===== src/rtl/b2r_pkg.sv =====
package b2r_pkg;

    // widths
    localparam int VALUE_W  = 16;
    localparam int REST_W   = 12;
    localparam int IDX_W    = 4;
    localparam int LETTER_W = 8;

    // largest value that has a numeral
    localparam logic [VALUE_W-1:0] MAX_VALUE = 16'd3999;

    // ascii codes of the numeral letters
    localparam logic [LETTER_W-1:0] CH_NONE = 8'h00;
    localparam logic [LETTER_W-1:0] CH_M    = 8'h4D;
    localparam logic [LETTER_W-1:0] CH_D    = 8'h44;
    localparam logic [LETTER_W-1:0] CH_C    = 8'h43;
    localparam logic [LETTER_W-1:0] CH_L    = 8'h4C;
    localparam logic [LETTER_W-1:0] CH_X    = 8'h58;
    localparam logic [LETTER_W-1:0] CH_V    = 8'h56;
    localparam logic [LETTER_W-1:0] CH_I    = 8'h49;

    // sequencer states
    typedef enum logic [3:0] {
        ST_IDLE = 4'b0001,
        ST_RUN  = 4'b0010,
        ST_PAIR = 4'b0100,
        ST_ERR  = 4'b1000
    } state_t;

    // one symbol of the numeral table
    typedef struct packed {
        logic [REST_W-1:0]   amount;
        logic [LETTER_W-1:0] first;
        logic [LETTER_W-1:0] second;
        logic                pair;
    } sym_t;

    // result of one compare and subtract step
    typedef struct packed {
        logic                ge;
        logic [REST_W-1:0]   diff;
        logic [LETTER_W-1:0] first;
        logic [LETTER_W-1:0] second;
        logic                pair;
    } step_res_t;

    // symbol table, largest amount first
    function automatic sym_t sym_lookup(input logic [IDX_W-1:0] idx);
        sym_t s;
        case (idx)
            4'd0:    s = '{amount: 12'd1000, first: CH_M, second: CH_NONE, pair: 1'b0};
            4'd1:    s = '{amount: 12'd900,  first: CH_C, second: CH_M,    pair: 1'b1};
            4'd2:    s = '{amount: 12'd500,  first: CH_D, second: CH_NONE, pair: 1'b0};
            4'd3:    s = '{amount: 12'd400,  first: CH_C, second: CH_D,    pair: 1'b1};
            4'd4:    s = '{amount: 12'd100,  first: CH_C, second: CH_NONE, pair: 1'b0};
            4'd5:    s = '{amount: 12'd90,   first: CH_X, second: CH_C,    pair: 1'b1};
            4'd6:    s = '{amount: 12'd50,   first: CH_L, second: CH_NONE, pair: 1'b0};
            4'd7:    s = '{amount: 12'd40,   first: CH_X, second: CH_L,    pair: 1'b1};
            4'd8:    s = '{amount: 12'd10,   first: CH_X, second: CH_NONE, pair: 1'b0};
            4'd9:    s = '{amount: 12'd9,    first: CH_I, second: CH_X,    pair: 1'b1};
            4'd10:   s = '{amount: 12'd5,    first: CH_V, second: CH_NONE, pair: 1'b0};
            4'd11:   s = '{amount: 12'd4,    first: CH_I, second: CH_V,    pair: 1'b1};
            4'd12:   s = '{amount: 12'd1,    first: CH_I, second: CH_NONE, pair: 1'b0};
            default: s = '{amount: 12'd1,    first: CH_I, second: CH_NONE, pair: 1'b0};
        endcase
        return s;
    endfunction

endpackage


===== src/rtl/binary_to_roman_numeral_unit.sv =====
// channel  | ports                        | handshake
// ---------+------------------------------+------------------------------------
// input    | value                        | taken when start is high, busy low
// result   | letter, last, error          | one cycle each, marked by strobe
//
// each table step is one compare and subtract on the shared step unit:
// busy stays high while each letter is emitted and each table entry passed
// over, so 3888 keeps busy high the longest of all in-range values.
// an out-of-range value keeps busy high for one cycle and gives one result.
// each result is registered and appears in the cycle after the step that makes it.
// reset clears the sequencer and the strobe; the receiver cannot stall.
module binary_to_roman_numeral_unit (
    input  logic                            clk,
    input  logic                            rst_n,
    input  logic                            start,
    input  logic [b2r_pkg::VALUE_W-1:0]     value,
    output logic                            busy,
    output logic                            strobe,
    output logic [b2r_pkg::LETTER_W-1:0]    letter,
    output logic                            last,
    output logic                            error
);

    b2r_pkg::state_t                 state_reg, state_next;
    logic [b2r_pkg::REST_W-1:0]      rest_reg, rest_next;
    logic [b2r_pkg::IDX_W-1:0]       idx_reg, idx_next;
    logic                            strobe_reg, strobe_next;
    logic [b2r_pkg::LETTER_W-1:0]    letter_reg, letter_next;
    logic                            last_reg, last_next;
    logic                            error_reg, error_next;
    logic                            value_bad;
    b2r_pkg::step_res_t              step_res;

    // shared compare and subtract unit
    b2r_step_unit u_step (
        .rest (rest_reg),
        .idx  (idx_reg),
        .res  (step_res)
    );

    // range check on the incoming value
    assign value_bad = (value == '0) || (value > b2r_pkg::MAX_VALUE);

    // sequencer
    always_comb
    begin
        state_next  = state_reg;
        rest_next   = rest_reg;
        idx_next    = idx_reg;
        strobe_next = 1'b0;
        letter_next = letter_reg;
        last_next   = last_reg;
        error_next  = error_reg;
        case (state_reg)
            b2r_pkg::ST_IDLE:
            begin
                if (start)
                begin
                    rest_next  = value[b2r_pkg::REST_W-1:0];
                    idx_next   = '0;
                    state_next = value_bad ? b2r_pkg::ST_ERR : b2r_pkg::ST_RUN;
                end
            end
            b2r_pkg::ST_RUN:
            begin
                if (step_res.ge)
                begin
                    rest_next   = step_res.diff;
                    strobe_next = 1'b1;
                    letter_next = step_res.first;
                    error_next  = 1'b0;
                    if (step_res.pair)
                    begin
                        last_next  = 1'b0;
                        state_next = b2r_pkg::ST_PAIR;
                    end
                    else
                    begin
                        last_next = (step_res.diff == '0);
                        if (step_res.diff == '0)
                        begin
                            state_next = b2r_pkg::ST_IDLE;
                        end
                    end
                end
                else
                begin
                    idx_next = idx_reg + 1'b1;
                end
            end
            b2r_pkg::ST_PAIR:
            begin
                // second letter of a subtractive pair, rest already reduced
                strobe_next = 1'b1;
                letter_next = step_res.second;
                error_next  = 1'b0;
                last_next   = (rest_reg == '0);
                state_next  = (rest_reg == '0) ? b2r_pkg::ST_IDLE : b2r_pkg::ST_RUN;
            end
            b2r_pkg::ST_ERR:
            begin
                strobe_next = 1'b1;
                letter_next = b2r_pkg::CH_NONE;
                last_next   = 1'b1;
                error_next  = 1'b1;
                state_next  = b2r_pkg::ST_IDLE;
            end
            default:
            begin
                state_next = b2r_pkg::ST_IDLE;
            end
        endcase
    end

    // control registers
    always_ff @(posedge clk or negedge rst_n)
    begin
        if (!rst_n)
        begin
            state_reg  <= b2r_pkg::ST_IDLE;
            strobe_reg <= 1'b0;
        end
        else
        begin
            state_reg  <= state_next;
            strobe_reg <= strobe_next;
        end
    end

    // payload registers
    always_ff @(posedge clk)
    begin
        rest_reg   <= rest_next;
        idx_reg    <= idx_next;
        letter_reg <= letter_next;
        last_reg   <= last_next;
        error_reg  <= error_next;
    end

    // outputs
    assign busy   = (state_reg != b2r_pkg::ST_IDLE);
    assign strobe = strobe_reg;
    assign letter = letter_reg;
    assign last   = last_reg;
    assign error  = error_reg;

endmodule


===== src/rtl/b2r_step_unit.sv =====
module b2r_step_unit (
    input  logic [b2r_pkg::REST_W-1:0] rest,
    input  logic [b2r_pkg::IDX_W-1:0]  idx,
    output b2r_pkg::step_res_t         res
);

    b2r_pkg::sym_t sym;

    // table lookup for the current symbol
    assign sym = b2r_pkg::sym_lookup(idx);

    // shared compare and subtract
    always_comb
    begin
        res.ge     = (rest >= sym.amount);
        res.diff   = rest - sym.amount;
        res.first  = sym.first;
        res.second = sym.second;
        res.pair   = sym.pair;
    end

endmodule


===== config.mk =====
export PLATFORM = sky130hd
export DESIGN_NAME = binary_to_roman_numeral_unit
export DESIGN_NICKNAME = d
export VERILOG_FILES = /design/src/rtl/b2r_pkg.sv /design/src/rtl/binary_to_roman_numeral_unit.sv /design/src/rtl/b2r_step_unit.sv
export SDC_FILE = /design/constraint.sdc
export NUM_CORES = 1
export LEC_CHECK = 0
export ABC_AREA = 1
export BUFFER_PORTS_ARGS = -buffer_cell sky130_fd_sc_hd__buf_2
export CAP_MARGIN = 5
export CORE_AREA = 2 2 102 64
export CTS_CLUSTER_SIZE = 25
export DETAILED_ROUTE_END_ITERATION = 12
export DIE_AREA = 0 0 104 66
export PLACE_DENSITY = 0.84
export SYNTH_ARGS = -nofsm -noshare
export SYNTH_HDL_FRONTEND = slang
export SYNTH_SLANG_ARGS = --single-unit

===== constraint.sdc =====
create_clock -name clk -period 2.5 [get_ports clk]
set_input_delay 0.5 -clock clk [delete_from_list [all_inputs] [get_ports clk]]
set_output_delay 0.5 -clock clk [all_outputs]
set_load 0.03 [all_outputs]

* After elaboration in Yosys (flattened, before gate mapping)
Memory sizes are Yosys's and may differ from the RTL's. A register that Yosys moved wholly into a read port is not among the register bits. Cells that the tools add are included.
Cells by class: add/sub/neg operators 2, order comparisons 2, eq/ne operators 9, muxes and demuxes 23, reductions and logical operators 11
Operator list (count):
- $mux 4 | 8
- $logic_not 12->1 | 2
- $mux 12 | 2
- $pmux 12 s2 | 1
- $pmux 8 s3 | 1
- $gt 16x12->1 const B | 1
- $logic_not 16->1 | 1
- $ge 12x12->1 | 1
- $pmux 4 s3 | 1
- $sub 12x12->12 | 1
- $reduce_and 3->1 | 3
- $mux 8 | 1
- $pmux 4 s2 | 1
- $ne 2x2->1 const B | 3
- $pmux 1 s3 | 2
- $add 4x1->4 const B | 1
- $eq 4x1->1 const B | 1
- $eq 4x2->1 const B | 1
- $eq 4x3->1 const B | 1
- $eq 4x4->1 const B | 1
- $mux 1 | 4
- $ne 4x1->1 const B | 1
- $ne 3x2->1 const B | 1
- $reduce_bool 3->1 | 1
- 6 further kinds | 6
Word-level totals: bits in registers 31, ROM bits 352, bits of input ports 19, output and inout bits 12, word-level logic and storage cells 55, memories kept 1
Memories:
- (no name shown) | depth 16, width 22, rd ports 1, clocked after Yosys merged registers in 1, wr ports 0, line b2r_pkg.sv:50 | case (idx)

* Depth between registers and ports, before layout
Gate-level depths: netlist of the first run.
depth in word-level cells 6, mapped depth 19

* Modules after synthesis
Synthesis of the first run repeated with hierarchy kept, for this count alone.
Second synthesis, totals: cell total of the unflattened synthesis 363, area, all modules 2625.0 um^2
Modules (own cells, without submodules):
- binary_to_roman_numeral_unit | instances 1, cells each 172, area an instance 1597.8 um^2, seq. area each 907.1 um^2
- b2r_step_unit | instances 1, cells each 191, area an instance 1027.2 um^2, seq. area each 0.0 um^2

* Least setup slack after synthesis of the first run
OpenSTA, ideal clock, no wires.
kind flip-flop to flip-flop, from register rest_reg[0] in the netlist's numbering, to register u_step.sym[19] (netlist name), setup time 0.113 ns, arrival 2.368 ns, setup slack 0.019 ns, stages on the path, launching flop included 17, cell sequence edfxtp_1 -> inv_1 -> ha_1 -> fa_1 -> o21ai_2 -> nand2_1 -> nand4_2 -> nand2_4 -> nand2_4 -> buf_8 -> nand2_1 -> o21ai_2 -> ha_1 -> inv_1 -> nand2_1 -> nand3_1 -> nand2_1
Between the ends: longest elaborated chain between the ends 4
RTL lines:
- start, declared | line binary_to_roman_numeral_unit.sv:25 | logic [b2r_pkg::REST_W-1:0] rest_reg, rest_next;
- start signal, assigned | line binary_to_roman_numeral_unit.sv:133 | rest_reg <= rest_next;
- $ge 12x12->1 | line b2r_step_unit.sv:15 | res.ge = (rest >= sym.amount);
- $ne 2x2->1 (no line)
- $reduce_and 3->1 (no line)
- $mux 4 (no line)
Every way passes these cells. A chain may end at the register's enable or synchronous reset.

* Final worst setup path of the first run
from register rest_reg[0] in the netlist's numbering, to register state_reg[1]
Between the ends: longest elaborated chain between the ends 4
RTL lines:
- $sub 12x12->12 | line b2r_step_unit.sv:16 | res.diff = rest - sym.amount;
- $logic_not 12->1 | line binary_to_roman_numeral_unit.sv:80 | if (step_res.diff == '0)
- $ne 3x2->1 (no line)
- $reduce_and 3->1 (no line)
- end signal, assigned | line binary_to_roman_numeral_unit.sv:120 | state_reg <= b2r_pkg::ST_IDLE;
- end signal, assigned | line binary_to_roman_numeral_unit.sv:125 | state_reg <= state_next;
- end, declared | line binary_to_roman_numeral_unit.sv:24 | b2r_pkg::state_t state_reg, state_next;
Parallel ways exist; a longest one is shown, timed or not.

==> impl_metrics.yaml, run 1 <==
final_layout:
  n_antenna_cell: 0
  fin_cells: 525
  drive_gt1_share_pct: 24.94
  final_area_um2: 3672
  area_growth_pct: 19.50
  largest_register_ffs: 20
  fin_util_pct: 61.76
  fin_nets: 478
route:
  drc: 0
  wl_um: 7711
  wl_per_cell_um: 14.69
  via_per_inst: 5.240
  dr_total_vias: 2751
  drtPass1Iterations: 5
  first_iter_violations: 263
  drtAntennaViolNets: 0
yosys:
  synth_area_leaders: "edfxtp_1 (23%), dfxtp_1 (13%), nand2_1 (12%)"
  seq_area_frac_synth_pct: 40.59
  ys_seq_elements: 49
  synth_compound_area_share_pct: 7.858
  synth_top_area_share_pct: 23.45
  synth_cell_types: 39
  ys.flop_type: "edfxtp_1"
  muxShareOfSynthArea_pct: 0
  syn_area_per_cell_um2: 7.819
  synthArstFlopShare_pct: 10.20
  synth_edf_count: 24
  yosys_warnings: 0
  synth_xor_area_share_pct: 1.140
  synth_cells: 393
  yosys.area_share.simple_pct: 33.02
  synth_top_family_by_area: "simple AND/OR/NAND/NOR gates"
  synth.largest_area_cell: "edfxtp_1"
  synthAdderAreaFrac_pct: 7.980
  synth_area_um2: 3073
setup_path:
  crit_path_end: "state_reg[1]"
  cp-end-kind: "flip-flop"
  timing.rr.end: "state_reg[1]"
  start_kind: "flip-flop"
  startpoint: "rest_reg[0]"
  crit_chain: "inv_1, ha_2, fa_2, o21ai_2, buf_4, nand2_1, nand2_1, nand2_1, nand2_1, nand3_2, nor2_2, nand3_2, nand2_2, o211ai_1"
  critPathSlowestCell: "fa_2"
  worstPathRequired_ns: 2.70
  worstPathArrival_ns: 2.64
  slowest_delay_ns: 0.44
  r2r_start: "rest_reg[0]"
  worstSetupPathType: "reg -> reg"
  cpMostUsedCell: "nand2_1"
  r2r_setup_slack_ns: 0.06
  reg2regPathDepth: 14
  crit_fanout: 3
cts:
  h-tree-depth: 2
  clk_pin_slew_ns: 0.11
  clock-root-buffer: "clkbuf_8"
  clockBufferDepth: 2
  clock_latency_ns: 0.32
  clock-sinks: 49
  tritoncts: "built"
  cts-buffers-inserted: 5
timing:
  finalHoldViolCount: 0
  maxSlewHeadroom_pct: 60.12
  max_freq_mhz: 409.6
  worst_pin_slew_ns: 0.5960
  setup_viol: 0
  drv_slew: 0
  post-route-period-util_pct: 97.66
  hold_slack_ns: 0.4711
  grt_setup_unrepaired: "yes"
  skew_ns: 0.01351
  period_minus_slack_ns: 2.441
power_and_ir_drop:
  ir_worst_vdd_mv: 0.5289
  p_per_area_nw_per_um2: 1495
  p_leak_nw: 1.741
  p_total_w: 0.005489
floorplanning:
  num_rows: 22
  core-area_um2: 5946
  initial_core_util_pct: 51.68
  die_h_um: 66
  die_width_um: 104
  io_pins: 31
  dieArea_um2: 6864
place:
  io_buffers: 28
  dpl.cell_count: 509
  routabilityCongestion: 0.9030
  postPlaceCellArea_um2: 3337
  hpwl_um: 5640
worst_hold_path:
  hold_class: "in -> reg"
  holdPathStages: 3
grt:
  grtUsageTotal_pct: 22.55
  gr-total-overflow: 0
  grt_pass1_wl_um: 11770
  antenna_found_initial: 0
  grt_pass1_vias: 2430
  grt_max_degree: 20
outcome:
  outcome: "complete, no violations"
run:
  maxCapViolations: 0
timing repair:
item	4_1_cts	5_1_grt
hold buffers	1	0
gates resized for setup	5	26
setup endpoints to repair	6	27
pin swaps	1	11
cloned	0	0
endpoints found under the hold margin	4	0
buffers inserted	2	5
cell families after synthesis:
logic type / Yosys count
compound gates: 39
other cells: 1
simple gates: 215
buf+inv: 66
fa+ha+maj: 19
xor+xnor: 4
flops: 49
cell usage after synthesis (4+ instances only):
master	n
dfrtp_1	4
nor4_1	4
a21oi_1	10
inv_1	56
a22o_1	5
o21ai_2	4
nand3b_1	5
nor2_1	41
ha_1	18
nand3_1	30
nand2_4	7
dfxtp_1	20
o21ai_0	12
nor3_1	4
nand2_2	9
edfxtp_1	24
nand2_1	102
nand4_1	4
cell usage in the layout, fill, tap and decap left out, drive strengths merged, types with 2 or more instances in the layout:
master and count:
nand2 118, buf 46, dfxtp 20, or2 2
clkbuf 5, a31oi 3, nor3 7, nand4 5
nor4 4, xnor2 2, conb 2, ha 18
inv 60, a21oi 10, nand3 30, xor2 2
o21ai 17, o21bai 2, edfxtp 24, nor2 44
dfrtp 4, a22o 5, nand3b 5
worst max-delay path: cells and delay by family, from the launching register on:
| family | cells | cell delay [ns] |
|---|---|---|
| AND/OR/NAND/NOR | 8 | 0.81 |
| adder cells (fa/ha/maj) | 2 | 0.64 |
| flip-flops | 1 | 0.37 |
| AO/OA/AOI/OAI | 2 | 0.29 |
| buffers and inverters | 2 | 0.22 |
worst min path at each step:
| stage | from | to | slack [ns] |
|---|---|---|---|
| 2_1_floorplan | rst_n | state_reg[1] | 0.20 |
| 3_3_place_gp | rst_n | state_reg[1] | 0.31 |
| 3_5_place_dp | rst_n | state_reg[1] | 0.32 |
| 4_1_cts | value[4] | rest_reg[4] | 0.46 |
| 5_1_grt | value[4] | rest_reg[4] | 0.48 |
| 6_report | value[4] | rest_reg[4] | 0.47 |
layout make-up:
cell class                 instances  area, µm²
clock buffer                       5      68.82
clock inverter                     3      25.02
fill                             488       2273
inverter                          58      217.7
multi-input combinational        279       1723
sequential                        49       1247
tap                               84      105.1
timing repair buffer              47      285.3
report_power, final:
part           internal [W]  switching (W)
Clock              0.000205       0.000301
Combinational       0.00131        0.00228
Sequential          0.00123       0.000168
stage by stage:
stage          TNS (ns)  worst slack, ns
6_report              0          0.05854
5_1_grt         -0.5022          -0.1010
4_1_cts               0          0.01403
3_5_place_dp   -0.07627         -0.04902
3_3_place_gp          0          0.08553
2_1_floorplan         0          0.01895
metal layers:
layer	GRT usage, %	up-vias	share of wire, %
met5	0	-	0
met4	5.912	0	1.6
met3	6.010	11	11
met2	34.87	134	42
met1	31.47	1243	45
li1	-	1363	-
Power figures use the tool's default switching activity.
==> inputs of run 2 (changes only) <==
- ABC_AREA: 1 -> unset
- CORE_AREA: 2 2 102 64 -> 5 5 105 67
- DIE_AREA: 0 0 104 66 -> 0 0 110 72
- PLACE_DENSITY: 0.84 -> 0.85
==> impl_metrics.yaml, run 2 <==
final_layout:
  area_growth_pct: 40.13
  final_area_um2: 4378
  largest_register_ffs: 20
  final_cell_mix: "buf_4 (59), buf_2 (28), nand2_1 (24), edfxtp_1 (24), nor2_1 (23)"
  final_common_cell: "buf_4"
  drive_gt1_share_pct: 43.57
  fin_nets: 457
  n_antenna_cell: 0
  fin_cells: 504
worst_hold_path:
  holdPathStages: 3
  min-delay-start: "value[9]"
  hold_class: "in -> reg"
  hold-path-endpoint: "rest_reg[9]"
yosys:
  seq_area_frac_synth_pct: 39.93
  synth_top_area_share_pct: 23.07
  synth.largest_area_cell: "edfxtp_1"
  synth_cell_types: 70
  synth_area_leaders: "edfxtp_1 (23%), dfxtp_1 (13%), ha_1 (7.2%)"
  synth_edf_count: 24
  yosysMostFrequentCell: "nand2_1"
  ys_seq_elements: 49
  ys.flop_type: "edfxtp_1"
  synthArstFlopShare_pct: 10.20
  synthTopCellsByCount: "nand2_1 (30), nor2_1 (27), edfxtp_1 (24), dfxtp_1 (20), inv_1 (20)"
  synth_cells: 321
  synth_area_um2: 3124
  yosys_warnings: 0
  syn_area_per_cell_um2: 9.733
cts:
  clock-root-buffer: "clkbuf_8"
  tritoncts: "built"
  h-tree-depth: 2
  cts-buffers-inserted: 5
  clock-sinks: 49
  clockBufferDepth: 2
  clock_latency_ns: 0.33
  clk_pin_slew_ns: 0.10
timing:
  period_minus_slack_ns: 2.798
  finalHoldViolCount: 0
  worst_pin_slew_ns: 0.7437
  grt_setup_unrepaired: "yes"
  skew_ns: 0.01404
  post-route-period-util_pct: 111.9
  maxSlewHeadroom_pct: 49.96
  max_freq_mhz: 357.4
  setup_ws_ns: -0.2982
  setup_viol: 46
  drv_slew: 0
route:
  dr_total_vias: 3221
  via_per_inst: 6.391
  drtAntennaViolNets: 0
  drc: 0
  highest_layer: "met4"
  routedLengthMet1_um: 4256
  first_iter_violations: 520
  drtPass1Iterations: 5
  wl_met3_um: 1398
  wl_met2_um: 4890
  wl_um: 11010
  wl_per_cell_um: 21.85
setup_path:
  timing.rr.end: "u_step.sym[20]"
  r2r_setup_slack_ns: -0.30
  start_kind: "flip-flop"
  worstPathArrival_ns: 3.03
  crit_fanout: 5
  reg2regPathDepth: 13
  worstPathRequired_ns: 2.73
  worstSetupPathType: "reg -> reg"
  cp-end-kind: "flip-flop"
  r2r_start: "rest_reg[0]"
  startpoint: "rest_reg[0]"
floorplanning:
  num_rows: 22
  die_width_um: 110
  die_h_um: 72
  dieArea_um2: 7920
  core-area_um2: 5973
  initial_core_util_pct: 52.30
  io_pins: 31
grt:
  antenna_found_initial: 0
  grt_max_degree: 24
  grtUsageTotal_pct: 22.88
  grt_pass1_vias: 2822
  grt_pass1_wl_um: 13830
  gr-total-overflow: 0
power_and_ir_drop:
  p_leak_nw: 1.895
  ir_worst_vdd_mv: 0.5058
  p_per_area_nw_per_um2: 1229
  p_total_w: 0.005380
place:
  routabilityCongestion: 0.9476
  postPlaceCellArea_um2: 3734
  hpwl_um: 6544
  io_buffers: 28
  dpl.cell_count: 475
run:
  maxCapViolations: 0
outcome:
  violations: "negative setup slack"
  outcome: "finished with violations"
run 2: power by group:
group / switching [W] / leakage (nW) / internal (W)
Clock: 0.000298 / 0.0681 / 0.000398
Sequential: 0.000157 / 0.456 / 0.00112
Combinational: 0.00185 / 1.37 / 0.00155
run 2: critical path, stage by stage, from the launching register on:
cell and delay, ns:
edfxtp_1 0.38, inv_2 0.06, ha_4 0.16, fa_2 0.35, nand2b_4 0.17, a21oi_4 0.22
o2111ai_4 0.15, nand4_4 0.17, mux2_4 0.38, ha_4 0.20, nor2_1 0.16, a21oi_1 0.06
o211ai_1 0.16, o21ai_1 0.08
run 2: how the worst max path moves through the flow:
stage	end	slack [ns]	cells after the start
2_1_floorplan	u_step.sym[20]	-0.33	15
3_3_place_gp	u_step.sym[2]	-0.13	11
3_5_place_dp	u_step.sym[19]	-0.29	11
4_1_cts	u_step.sym[19]	-0.23	11
5_1_grt	u_step.sym[20]	-0.41	13
6_report	u_step.sym[20]	-0.30	13
run 2: layer usage:
layer | up-vias | GRT usage [%]
li1 | 1370 | -
met1 | 1536 | 30.88
met2 | 251 | 36.69
met3 | 64 | 5.244
met4 | 0 | 6.916
met5 | - | 0
run 2: area by class of cell:
class                   count  area [µm²]
clock inverters             3       65.06
well taps                  84       105.1
inverters                  20       80.08
clock buffers               5       68.82
fillers                   351        1595
multi-input cells         238        2002
repair buffers            105       809.5
flip-flops and latches     49        1247
run 2: metrics by stage:
stage / setup TNS (ns) / worst slack [ns] / hold slack, ns / utilization (%)
4_1_cts: -2.519 / -0.2315 / 0.4779 / 66.67
3_3_place_gp: -1.569 / -0.1270 / 0.3180 / 62.51
2_1_floorplan: -2.748 / -0.3314 / 0.2044 / -
5_1_grt: -7.194 / -0.4113 / 0.5015 / 73.29
3_5_place_dp: -4.355 / -0.2881 / 0.3221 / 62.51
6_report: -5.827 / -0.2982 / 0.4802 / 73.29
run 2: what timing repair did:
item / CTS / global route
setup endpoints to repair: 31 / 47
hold endpoints to repair: 4 / 0
hold buffers: 1 / 0
buffers inserted: 6 / 15
pin swaps: 8 / 23
gates cloned: 0 / 0
resized for setup: 14 / 61
run 2: logic make-up after synthesis:
kind of cell | after synthesis | share of synthesized area, %
AO/OA/AOI/OAI | 85 | 19.54
XOR/XNOR | 9 | 2.523
adder cells (fa/ha/maj) | 19 | 7.850
buffers and inverters | 35 | 6.447
flip-flops | 49 | 39.93
multiplexers | 10 | 4.405
other | 1 | 0.1200
AND/OR/NAND/NOR | 113 | 19.18
